## src/rtl/assert_macros.svh

```systemverilog
// Assertion macros used by the top-level RTL file.
`ifndef ASSERT_MACROS_SVH
`define ASSERT_MACROS_SVH

// Same-cycle implication, sampled on i_clk, off while i_rst_n is low.
`define SSSEQ_ASSERT_IMPL(label, ante, cons, msg) \
    label: assert property (@(posedge i_clk) disable iff (!i_rst_n) (ante) |-> (cons)) \
        else $error(msg);

// Next-cycle implication, sampled on i_clk, off while i_rst_n is low.
`define SSSEQ_ASSERT_NEXT(label, ante, cons, msg) \
    label: assert property (@(posedge i_clk) disable iff (!i_rst_n) (ante) |=> (cons)) \
        else $error(msg);

`endif

```

## src/rtl/ssseq_pkg.sv

```systemverilog
// Types and constants of the supply shutdown sequencer.
package ssseq_pkg;

    localparam int ADC_BITS_DEF = 10;

    localparam int LIMIT_W   = 18;
    localparam int SCALE_W   = 8;
    localparam int MS_W      = 16;
    localparam int CHECKS_W  = 4;
    localparam int CFG_W     = 18;
    localparam int CFG_IDX_W = 3;
    localparam int ELAPSED_W = 8;
    localparam int TIMER_W   = 17;
    localparam int CNT_W     = 4;
    localparam int EVENT_W   = 4;
    localparam int MODE_W    = 2;

    localparam logic [LIMIT_W-1:0]  LIMIT_RST    = LIMIT_W'(7000);
    localparam logic [SCALE_W-1:0]  SCALE_RST    = SCALE_W'(144);
    localparam logic [MS_W-1:0]     HOLD_RST     = MS_W'(30000);
    localparam logic [MS_W-1:0]     INTERVAL_RST = MS_W'(1000);
    localparam logic [CHECKS_W-1:0] CHECKS_RST   = CHECKS_W'(5);

    localparam logic [CNT_W-1:0] CNT_MAX = '1;

    typedef enum logic [CFG_IDX_W-1:0] {
        CFG_CURRENT_LIMIT  = 3'd0,
        CFG_CURRENT_SCALE  = 3'd1,
        CFG_HOLD_DELAY     = 3'd2,
        CFG_CHECK_INTERVAL = 3'd3,
        CFG_STABLE_CHECKS  = 3'd4
    } t_cfg_idx;

    typedef enum logic [MODE_W-1:0] {
        MODE_POLL = 2'd0,
        MODE_UP   = 2'd1,
        MODE_DOWN = 2'd2,
        MODE_BAD  = 2'd3
    } t_mode;

    typedef enum logic [2:0] {
        PH_IDLE    = 3'd0,
        PH_ACCEPT  = 3'd1,
        PH_CURRENT = 3'd2,
        PH_HOLD    = 3'd3,
        PH_STABLE  = 3'd4,
        PH_CUTOFF  = 3'd5
    } t_phase;

    typedef enum logic [EVENT_W-1:0] {
        EV_NONE            = 4'd0,
        EV_BAD_CMD         = 4'd1,
        EV_UP              = 4'd2,
        EV_DOWN_BEGUN      = 4'd3,
        EV_REQ_ACCEPTED    = 4'd4,
        EV_CURRENT_LOW     = 4'd5,
        EV_DELAY_DONE      = 4'd6,
        EV_STABLE          = 4'd7,
        EV_DOWN_CONFIRMED  = 4'd8,
        EV_DOWN_UNCONFIRMED = 4'd9
    } t_event;

    typedef struct packed {
        logic [LIMIT_W-1:0]  current_limit;
        logic [SCALE_W-1:0]  current_scale;
        logic [MS_W-1:0]     hold_delay_ms;
        logic [MS_W-1:0]     check_interval_ms;
        logic [CHECKS_W-1:0] stable_checks;
    } t_cfg;

    typedef struct packed {
        t_event event_res;
        logic   supply_enable;
        logic   hold_power;
        logic   busy_res;
    } t_result;

endpackage

```

## src/rtl/ssseq_in_if.sv

```systemverilog
// Input channel: commands and polls.
interface ssseq_in_if #(
    parameter int ADC_BITS = 10
);
    import ssseq_pkg::*;

    logic                 valid;
    logic                 ready;
    logic [MODE_W-1:0]    mode;
    logic [ADC_BITS-1:0]  current_sample;
    logic [ELAPSED_W-1:0] elapsed_ms;
    logic                 request_accepted;
    logic                 host_down_seen;

    modport source (
        output valid, mode, current_sample, elapsed_ms, request_accepted, host_down_seen,
        input  ready
    );
    modport sink (
        input  valid, mode, current_sample, elapsed_ms, request_accepted, host_down_seen,
        output ready
    );
endinterface

```

## src/rtl/ssseq_out_if.sv

```systemverilog
// Output channel: one result item per input item.
interface ssseq_out_if;
    import ssseq_pkg::*;

    logic               valid;
    logic               ready;
    logic [EVENT_W-1:0] event_res;
    logic               supply_enable;
    logic               hold_power;
    logic               busy_res;

    modport source (
        output valid, event_res, supply_enable, hold_power, busy_res,
        input  ready
    );
    modport sink (
        input  valid, event_res, supply_enable, hold_power, busy_res,
        output ready
    );
endinterface

```

## src/rtl/ssseq_cfg.sv

```systemverilog
// Configuration register file of the sequencer.
module ssseq_cfg (
    input  logic                            i_clk,
    input  logic                            i_rst_n,
    input  logic                            i_cfg_we,
    input  logic [ssseq_pkg::CFG_IDX_W-1:0] i_cfg_idx,
    input  logic [ssseq_pkg::CFG_W-1:0]     i_cfg_wdata,
    output ssseq_pkg::t_cfg                 o_cfg
);
    import ssseq_pkg::*;

    t_cfg r_cfg;

    always_ff @(posedge i_clk) begin
        if (!i_rst_n) begin
            r_cfg.current_limit     <= LIMIT_RST;
            r_cfg.current_scale     <= SCALE_RST;
            r_cfg.hold_delay_ms     <= HOLD_RST;
            r_cfg.check_interval_ms <= INTERVAL_RST;
            r_cfg.stable_checks     <= CHECKS_RST;
        end else if (i_cfg_we) begin
            unique case (t_cfg_idx'(i_cfg_idx))
                CFG_CURRENT_LIMIT:  r_cfg.current_limit     <= i_cfg_wdata[LIMIT_W-1:0];
                CFG_CURRENT_SCALE:  r_cfg.current_scale     <= i_cfg_wdata[SCALE_W-1:0];
                CFG_HOLD_DELAY:     r_cfg.hold_delay_ms     <= i_cfg_wdata[MS_W-1:0];
                CFG_CHECK_INTERVAL: r_cfg.check_interval_ms <= i_cfg_wdata[MS_W-1:0];
                CFG_STABLE_CHECKS:  r_cfg.stable_checks     <= i_cfg_wdata[CHECKS_W-1:0];
                default: ;
            endcase
        end
    end

    assign o_cfg = r_cfg;

endmodule

```

## src/rtl/ssseq_core.sv

```systemverilog
// Sequencer state and the single-pass step logic for one item.
module ssseq_core #(
    parameter int ADC_BITS = ssseq_pkg::ADC_BITS_DEF
) (
    input  logic                            i_clk,
    input  logic                            i_rst_n,
    input  ssseq_pkg::t_cfg                 i_cfg,
    input  logic                            i_step,
    input  ssseq_pkg::t_mode                i_mode,
    input  logic [ADC_BITS-1:0]             i_sample,
    input  logic [ssseq_pkg::ELAPSED_W-1:0] i_ms,
    input  logic                            i_accepted,
    input  logic                            i_host_down,
    output ssseq_pkg::t_result              o_result
);
    import ssseq_pkg::*;

    localparam int PROD_W = ADC_BITS + SCALE_W;
    localparam int CMP_W  = (PROD_W > LIMIT_W) ? PROD_W : LIMIT_W;

    t_phase              r_phase,  n_phase;
    logic [TIMER_W-1:0]  r_timer,  n_timer;
    logic [ADC_BITS-1:0] r_ref,    n_ref;
    logic [CNT_W-1:0]    r_count,  n_count;
    logic                r_enable, n_enable;
    logic                r_hold,   n_hold;
    t_event              ev;

    logic [PROD_W-1:0]   prod;
    logic                current_low;
    logic [TIMER_W:0]    timer_sum;
    logic [TIMER_W-1:0]  timer_adv;
    logic                hold_done;
    logic                check_due;
    logic                ref_zero;
    logic [ADC_BITS:0]   sample_x;
    logic [ADC_BITS:0]   ref_x;
    logic                near;
    logic [CNT_W-1:0]    count_inc;
    logic                stable_hit;
    logic                stable_done;

    assign prod        = PROD_W'(i_sample) * PROD_W'(i_cfg.current_scale);
    assign current_low = CMP_W'(prod) < CMP_W'(i_cfg.current_limit);

    // saturating timer
    assign timer_sum = {1'b0, r_timer} + (TIMER_W+1)'(i_ms);
    assign timer_adv = timer_sum[TIMER_W] ? '1 : timer_sum[TIMER_W-1:0];
    assign hold_done = timer_adv > TIMER_W'(i_cfg.hold_delay_ms);
    assign check_due = timer_adv > TIMER_W'(i_cfg.check_interval_ms);

    // reading counts as stable when within one count of the reference
    assign ref_zero = (r_ref == '0);
    assign sample_x = {1'b0, i_sample};
    assign ref_x    = {1'b0, r_ref};
    assign near     = (sample_x == ref_x)
                   || (sample_x == ref_x + (ADC_BITS+1)'(1))
                   || (ref_x == sample_x + (ADC_BITS+1)'(1));

    assign count_inc   = (r_count == CNT_MAX) ? r_count : r_count + CNT_W'(1);
    assign stable_hit  = count_inc > i_cfg.stable_checks;
    assign stable_done = !ref_zero && check_due && near && stable_hit;

    // next phase
    always_comb begin
        n_phase = r_phase;
        unique case (i_mode)
            MODE_UP:   n_phase = PH_IDLE;
            MODE_DOWN: n_phase = PH_ACCEPT;
            MODE_BAD:  n_phase = PH_IDLE;
            MODE_POLL: begin
                unique case (r_phase)
                    PH_ACCEPT:  if (i_accepted)  n_phase = PH_CURRENT;
                    PH_CURRENT: if (current_low) n_phase = PH_HOLD;
                    PH_HOLD:    if (hold_done)   n_phase = PH_STABLE;
                    PH_STABLE:  if (stable_done) n_phase = PH_CUTOFF;
                    PH_CUTOFF:  n_phase = PH_IDLE;
                    default: ;
                endcase
            end
        endcase
    end

    // event and datapath
    always_comb begin
        n_timer  = r_timer;
        n_ref    = r_ref;
        n_count  = r_count;
        n_enable = r_enable;
        n_hold   = r_hold;
        ev       = EV_NONE;
        unique case (i_mode)
            MODE_UP: begin
                n_enable = 1'b1;
                ev       = EV_UP;
            end
            MODE_DOWN: ev = EV_DOWN_BEGUN;
            MODE_BAD:  ev = EV_BAD_CMD;
            MODE_POLL: begin
                unique case (r_phase)
                    PH_ACCEPT: begin
                        if (i_accepted) begin
                            n_hold = 1'b1;
                            ev     = EV_REQ_ACCEPTED;
                        end
                    end
                    PH_CURRENT: begin
                        if (current_low) begin
                            n_timer = '0;
                            ev      = EV_CURRENT_LOW;
                        end
                    end
                    PH_HOLD: begin
                        n_timer = timer_adv;
                        if (hold_done) begin
                            n_ref   = '0;
                            n_count = '0;
                            ev      = EV_DELAY_DONE;
                        end
                    end
                    PH_STABLE: begin
                        if (ref_zero) begin
                            // first reading becomes the reference
                            n_ref   = i_sample;
                            n_timer = '0;
                        end else if (check_due) begin
                            if (near) begin
                                n_count = count_inc;
                                if (stable_hit) ev = EV_STABLE;
                            end else begin
                                n_ref   = i_sample;
                                n_count = '0;
                            end
                            n_timer = '0;
                        end else begin
                            n_timer = timer_adv;
                        end
                    end
                    PH_CUTOFF: begin
                        n_hold   = 1'b0;
                        n_enable = 1'b0;
                        ev       = i_host_down ? EV_DOWN_CONFIRMED : EV_DOWN_UNCONFIRMED;
                    end
                    default: ;
                endcase
            end
        endcase
    end

    always_ff @(posedge i_clk) begin
        if (!i_rst_n) begin
            r_phase  <= PH_IDLE;
            r_timer  <= '0;
            r_ref    <= '0;
            r_count  <= '0;
            r_enable <= 1'b0;
            r_hold   <= 1'b0;
        end else if (i_step) begin
            r_phase  <= n_phase;
            r_timer  <= n_timer;
            r_ref    <= n_ref;
            r_count  <= n_count;
            r_enable <= n_enable;
            r_hold   <= n_hold;
        end
    end

    assign o_result.event_res     = ev;
    assign o_result.supply_enable = n_enable;
    assign o_result.hold_power    = n_hold;
    assign o_result.busy_res      = (n_phase != PH_IDLE);

endmodule

```

## src/rtl/supply_shutdown_sequencer_top.sv

```systemverilog
// Supply shutdown sequencer: top level with input and result registers.
//
// i_in carries one item per handshake: a poll (sample, elapsed ms, host flags)
// or an up, down or invalid command. o_out returns exactly one result item per
// input item: the event code, the supply enable level, the power hold level
// and the busy flag after that item.
// Each item is held in the input register, then its result in the result
// register, from which it leaves while o_out.ready is high.
// Throughput: one item per cycle while o_out.ready is high; the step logic
// between the two registers (one ADC_BITS x 8 multiply, a 17-bit add and
// compares) is combinational.
// When o_out stalls the result register holds its item and the input register
// still takes one more item; i_in.ready falls only when both are full.
// Configuration is written through i_cfg_wdata/i_cfg_idx/i_cfg_we, one
// register per cycle; the user must write it only while no item is in flight,
// as the block itself does not enforce this. Synchronous reset (i_rst_n low)
// empties both registers, returns the sequence to idle with the enable and
// hold low, and reloads configuration defaults.
module supply_shutdown_sequencer_top #(
    parameter int ADC_BITS = ssseq_pkg::ADC_BITS_DEF
) (
    input  logic                            i_clk,
    input  logic                            i_rst_n,
    ssseq_in_if.sink                        i_in,
    ssseq_out_if.source                     o_out,
    input  logic                            i_cfg_we,
    input  logic [ssseq_pkg::CFG_IDX_W-1:0] i_cfg_idx,
    input  logic [ssseq_pkg::CFG_W-1:0]     i_cfg_wdata
);
    import ssseq_pkg::*;

    `include "assert_macros.svh"

    t_cfg                 cfg;
    t_result              result;

    logic                 r_in_valid;
    t_mode                r_in_mode;
    logic [ADC_BITS-1:0]  r_in_sample;
    logic [ELAPSED_W-1:0] r_in_ms;
    logic                 r_in_acc;
    logic                 r_in_down;

    logic                 r_out_valid;
    t_result              r_out_res;

    logic                 adv;
    logic                 step;
    logic                 in_take;

    assign adv     = !r_out_valid || o_out.ready;
    assign step    = r_in_valid && adv;
    assign in_take = i_in.valid && i_in.ready;

    assign i_in.ready = !r_in_valid || adv;

    ssseq_cfg u_cfg (
        .i_clk       (i_clk),
        .i_rst_n     (i_rst_n),
        .i_cfg_we    (i_cfg_we),
        .i_cfg_idx   (i_cfg_idx),
        .i_cfg_wdata (i_cfg_wdata),
        .o_cfg       (cfg)
    );

    ssseq_core #(
        .ADC_BITS (ADC_BITS)
    ) u_core (
        .i_clk       (i_clk),
        .i_rst_n     (i_rst_n),
        .i_cfg       (cfg),
        .i_step      (step),
        .i_mode      (r_in_mode),
        .i_sample    (r_in_sample),
        .i_ms        (r_in_ms),
        .i_accepted  (r_in_acc),
        .i_host_down (r_in_down),
        .o_result    (result)
    );

    always_ff @(posedge i_clk) begin
        if (!i_rst_n) begin
            r_in_valid  <= 1'b0;
            r_out_valid <= 1'b0;
        end else begin
            if (in_take) begin
                r_in_valid <= 1'b1;
            end else if (step) begin
                r_in_valid <= 1'b0;
            end
            if (step) begin
                r_out_valid <= 1'b1;
            end else if (o_out.ready) begin
                r_out_valid <= 1'b0;
            end
        end
    end

    always_ff @(posedge i_clk) begin
        if (in_take) begin
            r_in_mode   <= t_mode'(i_in.mode);
            r_in_sample <= i_in.current_sample;
            r_in_ms     <= i_in.elapsed_ms;
            r_in_acc    <= i_in.request_accepted;
            r_in_down   <= i_in.host_down_seen;
        end
        if (step) begin
            r_out_res <= result;
        end
    end

    assign o_out.valid         = r_out_valid;
    assign o_out.event_res     = r_out_res.event_res;
    assign o_out.supply_enable = r_out_res.supply_enable;
    assign o_out.hold_power    = r_out_res.hold_power;
    assign o_out.busy_res      = r_out_res.busy_res;

    `SSSEQ_ASSERT_IMPL(a_cutoff_drops_all,
        o_out.valid && (o_out.event_res == EV_DOWN_CONFIRMED
                        || o_out.event_res == EV_DOWN_UNCONFIRMED),
        !o_out.supply_enable && !o_out.hold_power && !o_out.busy_res,
        "cut-off item left supply, hold or busy set")
    `SSSEQ_ASSERT_IMPL(a_up_enables,
        o_out.valid && o_out.event_res == EV_UP,
        o_out.supply_enable && !o_out.busy_res,
        "up item without enable or with busy")
    `SSSEQ_ASSERT_IMPL(a_accept_holds,
        o_out.valid && (o_out.event_res == EV_REQ_ACCEPTED
                        || o_out.event_res == EV_DOWN_BEGUN),
        o_out.busy_res,
        "sequence item reported not busy")
    `SSSEQ_ASSERT_NEXT(a_in_reg_kept,
        r_in_valid && !adv,
        r_in_valid && $stable(r_in_mode) && $stable(r_in_sample) && $stable(r_in_ms),
        "waiting input item lost or overwritten")

endmodule
```

## src/flat_wrapper.sv

```systemverilog
// flat-port wrapper written by rule: the top's interface ports become plain ports
module supply_shutdown_sequencer_top_flat import ssseq_pkg::*;
#(
    parameter int ADC_BITS = ssseq_pkg::ADC_BITS_DEF
)
  (i_clk, i_rst_n, i_cfg_we, i_cfg_idx, i_cfg_wdata, i_in_valid, i_in_mode, i_in_current_sample, i_in_elapsed_ms, i_in_request_accepted, i_in_host_down_seen, i_in_ready, o_out_valid, o_out_event_res, o_out_supply_enable, o_out_hold_power, o_out_busy_res, o_out_ready);
  ssseq_in_if #(.ADC_BITS(ADC_BITS)) i_in_i ();
  ssseq_out_if o_out_i ();
  input  logic i_clk;
  input  logic i_rst_n;
  input  logic i_cfg_we;
  input  logic [ssseq_pkg::CFG_IDX_W-1:0] i_cfg_idx;
  input  logic [ssseq_pkg::CFG_W-1:0] i_cfg_wdata;
  input wire logic [$bits(i_in_i.valid)-1:0] i_in_valid;
  input wire logic [$bits(i_in_i.mode)-1:0] i_in_mode;
  input wire logic [$bits(i_in_i.current_sample)-1:0] i_in_current_sample;
  input wire logic [$bits(i_in_i.elapsed_ms)-1:0] i_in_elapsed_ms;
  input wire logic [$bits(i_in_i.request_accepted)-1:0] i_in_request_accepted;
  input wire logic [$bits(i_in_i.host_down_seen)-1:0] i_in_host_down_seen;
  output wire logic [$bits(i_in_i.ready)-1:0] i_in_ready;
  output wire logic [$bits(o_out_i.valid)-1:0] o_out_valid;
  output wire logic [$bits(o_out_i.event_res)-1:0] o_out_event_res;
  output wire logic [$bits(o_out_i.supply_enable)-1:0] o_out_supply_enable;
  output wire logic [$bits(o_out_i.hold_power)-1:0] o_out_hold_power;
  output wire logic [$bits(o_out_i.busy_res)-1:0] o_out_busy_res;
  input wire logic [$bits(o_out_i.ready)-1:0] o_out_ready;
  assign i_in_i.valid = i_in_valid;
  assign i_in_i.mode = i_in_mode;
  assign i_in_i.current_sample = i_in_current_sample;
  assign i_in_i.elapsed_ms = i_in_elapsed_ms;
  assign i_in_i.request_accepted = i_in_request_accepted;
  assign i_in_i.host_down_seen = i_in_host_down_seen;
  assign i_in_ready = i_in_i.ready;
  assign o_out_valid = o_out_i.valid;
  assign o_out_event_res = o_out_i.event_res;
  assign o_out_supply_enable = o_out_i.supply_enable;
  assign o_out_hold_power = o_out_i.hold_power;
  assign o_out_busy_res = o_out_i.busy_res;
  assign o_out_i.ready = o_out_ready;
  supply_shutdown_sequencer_top #(.ADC_BITS(ADC_BITS)) u_core (.i_clk(i_clk), .i_rst_n(i_rst_n), .i_in(i_in_i), .o_out(o_out_i), .i_cfg_we(i_cfg_we), .i_cfg_idx(i_cfg_idx), .i_cfg_wdata(i_cfg_wdata));
endmodule
```

## config.mk

```make
export PLATFORM = sky130hd
export DESIGN_NAME = supply_shutdown_sequencer_top_flat
export DESIGN_NICKNAME = d
export VERILOG_FILES = /design/src/rtl/ssseq_pkg.sv /design/src/rtl/ssseq_in_if.sv /design/src/rtl/ssseq_out_if.sv /design/src/rtl/ssseq_cfg.sv /design/src/rtl/ssseq_core.sv /design/src/rtl/supply_shutdown_sequencer_top.sv /design/src/flat_wrapper.sv
export VERILOG_INCLUDE_DIRS = /design/src /design/src/rtl
export SDC_FILE = /design/constraint.sdc
export NUM_CORES = 1
export LEC_CHECK = 0
export BUFFER_PORTS_ARGS = -buffer_cell sky130_fd_sc_hd__buf_2
export CORE_MARGIN = 3
export CORE_UTILIZATION = 55
export CTS_CLUSTER_DIAMETER = 60
export DETAILED_ROUTE_END_ITERATION = 16
export PLACE_DENSITY = 0.73
export RECOVER_POWER = 25
export SYNTH_ARGS = -nofsm -noshare
export SYNTH_HDL_FRONTEND = slang
export SYNTH_HIERARCHICAL = 1
export SYNTH_SLANG_ARGS = --single-unit
```

## constraint.sdc

```tcl
create_clock -name i_clk -period 12.8 [get_ports i_clk]
set_clock_uncertainty 0.05 [all_clocks]
set_input_delay 1.28 -clock i_clk [delete_from_list [all_inputs] [get_ports i_clk]]
set_output_delay 1.28 -clock i_clk [all_outputs]
set_load 0.02 [all_outputs]
```

==> qor.yml <==
outcome: "completed"
syn_area_um2: 10470
wirelength_um: 23100
die_w_um: 144.0
route.detailed.drc: 0
clk_pin_slew_ps: 60
post_cts_buffers: 0
grt_use_total: 0.2339
cts.htree.levels: 4
finalMaxSlewViolations: 0
crit_slowest_cell: "nor2_1"
die_h_um: 144.0
slowest_delay_ps: 910
syn_avg_cell_area_um2: 9.025
yosysWarnings: 6
fin_setup_tns_ps: 0
cp_common_cell: "fa_1"
drt-met1-wl_um: 10970
path_class: "flop to flop"
yosysTopAreaCell: "dfxtp_1"
grt_pass1_wl_um: 39020
setup_violations: 0
fillCellCount: 1545
first_global_vias: 7922
drt-wirelength-per-cell_um: 16.17
crit_family: "adder cells"
hp-class: "flop to flop"
clk_path_buf_depth: 2
vias: 7956
slew_headroom: 0.1794
antenna_cells: 0
coreArea_um2: 18330
crit_chain: "and2_1, fa_1, fa_1, fa_1, inv_1, fa_1, inv_1, ha_1, a21o_1, a31o_2, a211oi_1, o31ai_1, a21oi_1, xnor2_1, ha_1, o21a_1, o21ai_0, nor3_1, a211oi_1, o21a_1, nor2_1, a22o_1"
start_util: 0.5711
ios: 57
met3_length_um: 820
post-dp-hpwl_um: 17290
arrival_ps: 7370
syn_nets: 1360
synth-seq-cells: 129
synthTopCellsByArea: "dfxtp_1 19%, ha_1 12%, fa_1 9.4%"
rsz0062_at_grt: "false"
synthCells: 1160
gr-total-overflow: 0
wl_met2_um: 10850
cts_tree: "built"
clk_latency_ps: 420
synthDistinctLibCells: 88
cellPowerDensity_nw_per_um2: 100.8
via_per_inst: 5.571
ctsResizeCount: 0
layout.nets: 1386
reg2reg_slack_ps: 5730
stdcell_area_um2: 11430
fmax_mhz: 141.5
gp_congestion: 0.8491
portBuffers: 56
rows: 49
total_leakage_power_uw: 0.005316
netlist_top_cells_count: "146 x inv_1, 135 x nand2_1, 103 x ha_1, 100 x dfxtp_1, 75 x mux2i_1"
antenna_left: 0
worstMarginPinSlew_ps: 1226
die_area_um2: 20730
placed_area_um2: 10830
yosys_most_used_dff: "dfxtp_1"
cts-root-buf: "clkbuf_16"
synth_edf_count: 29
startpoint_type: "flop"
min_period_ps: 7066
synthMostInstantiatedCell: "inv_1"
crit_required_ps: 13110
holdBufCountCts: 0
ys_seq_area_frac: 0.2744
peakVddDrop_uv: 100.9
period_share: 0.5520
area_delta_synth_final_pct: 9.143
path_max_fanout: 20
highest_layer: "met4"
cp-end-kind: "flop"
async_flop_share: 0
grt_start_max_net_pins: 103
antenna_found_initial: 0
first_pass_iters: 7
synth_top_area_share: 0.1912
drt_iter0_drc: 445
clock-sinks: 129
hold_violations: 0
cts_made_buffers: 17
drive_gt1_frac: 0.1018
max_cap_violations: 0
path_buf_inv: 2
## metrics by stage
stage / hold slack [ps] / util / instances / power, µW / setup WS [ps]
5_1_grt: 422.7 / 0.6233 / 1428 / 1209 / 5334
3_5_place_dp: 397.1 / 0.5908 / 1396 / 655.4 / 5809
2_1_floorplan: 380.9 / - / 1160 / 601.8 / 6635
3_3_place_gp: 393.7 / 0.5908 / 1396 / 650.5 / 5937
4_1_cts: 408.4 / 0.6243 / 1428 / 1160 / 5752
6_report: 409.3 / 0.6233 / 1428 / 1151 / 5734
## routing by layer
| metal | track usage | up-vias |
|---|---|---|
| met5 | 0 | - |
| met4 | 0.06789 | 0 |
| met3 | 0.03960 | 29 |
| met2 | 0.3824 | 165 |
| met1 | 0.3198 | 3792 |
| li1 | - | 3970 |
## sequential cells by signal (all words and copies together), names as in the netlist, 2 cells and up
name                    count
u_core/u_cfg/o_cfg         62
u_core/r_in_sample         10
u_core/r_in_ms              8
u_core/o_out.event_res      4
u_core/u_core/r_phase       3
u_core/u_core/r_ref        10
u_core/u_core/r_count       4
u_core/r_in_mode            2
u_core/u_core/r_timer      17
## worst paths after layout
kind / from / end / cells after the start
worst max-delay path: u_core/r_in_sample[2] / u_core/u_core/r_timer[14] / 22
worst min-delay path: u_core/u_cfg/o_cfg[3] / u_core/u_cfg/o_cfg[3] / 2
worst max register to register: u_core/r_in_sample[2] / u_core/u_core/r_timer[14] / 22
worst min register to register: u_core/u_cfg/o_cfg[3] / u_core/u_cfg/o_cfg[3] / 2
## power by group
part           switching (µW)  internal, µW
Combinational             120          89.0
Clock                     204           297
Sequential               14.1           427
Total                     338           813
## worst reg2reg max path, cell delays in order (launching register included)
cell	delay, ps
edfxtp_1	760
and2_1	260
fa_1	460
fa_1	520
fa_1	550
inv_1	60
fa_1	550
inv_1	50
ha_1	350
a21o_1	170
a31o_2	230
a211oi_1	320
o31ai_1	130
a21oi_1	180
xnor2_1	80
ha_1	290
o21a_1	120
o21ai_0	90
nor3_1	210
a211oi_1	190
o21a_1	220
nor2_1	910
a22o_1	260
## cell type report
cell class | instances | area [µm²] | share of cell area
Tap cell | 229 | 286.5 | 0.02508
Sequential cell | 129 | 2873 | 0.2514
Clock inverter | 13 | 138.9 | 0.01215
Inverter | 147 | 551.8 | 0.04829
Clock buffer | 19 | 475.5 | 0.04161
Multi-Input combinational cell | 831 | 6798 | 0.5949
Timing Repair Buffer | 60 | 302.8 | 0.02650
## cells in the final DEF, fill, tap and decap left out, drive strengths merged, types with 8 or more instances in the layout
| cell | n |
|---|---|
| clkbuf | 23 |
| a22o | 15 |
| and2 | 65 |
| a21o | 14 |
| or2 | 8 |
| buf | 56 |
| nand3 | 19 |
| o21a | 8 |
| nand4 | 9 |
| xor2 | 22 |
| a211oi | 16 |
| dfxtp | 100 |
| a21oi | 42 |
| xnor2 | 22 |
| o21ai | 26 |
| nor3 | 13 |
| nor2b | 48 |
| nor2 | 38 |
| edfxtp | 29 |
| ha | 103 |
| mux2i | 75 |
| fa | 49 |
| inv | 153 |
| nand2 | 135 |
## kinds of logic (layout without fill, tap and decap cells)
kind of cell	Yosys count	in the layout	synth area share
compound gates	174	174	0.1222
xor+xnor	44	44	0.03825
fa+ha+maj	152	152	0.2168
buf+inv	200	239	0.07613
flops	129	129	0.2744
mux	79	79	0.07601
simple gates	382	382	0.1962
Note: power is estimated with default switching activity, not from simulation.
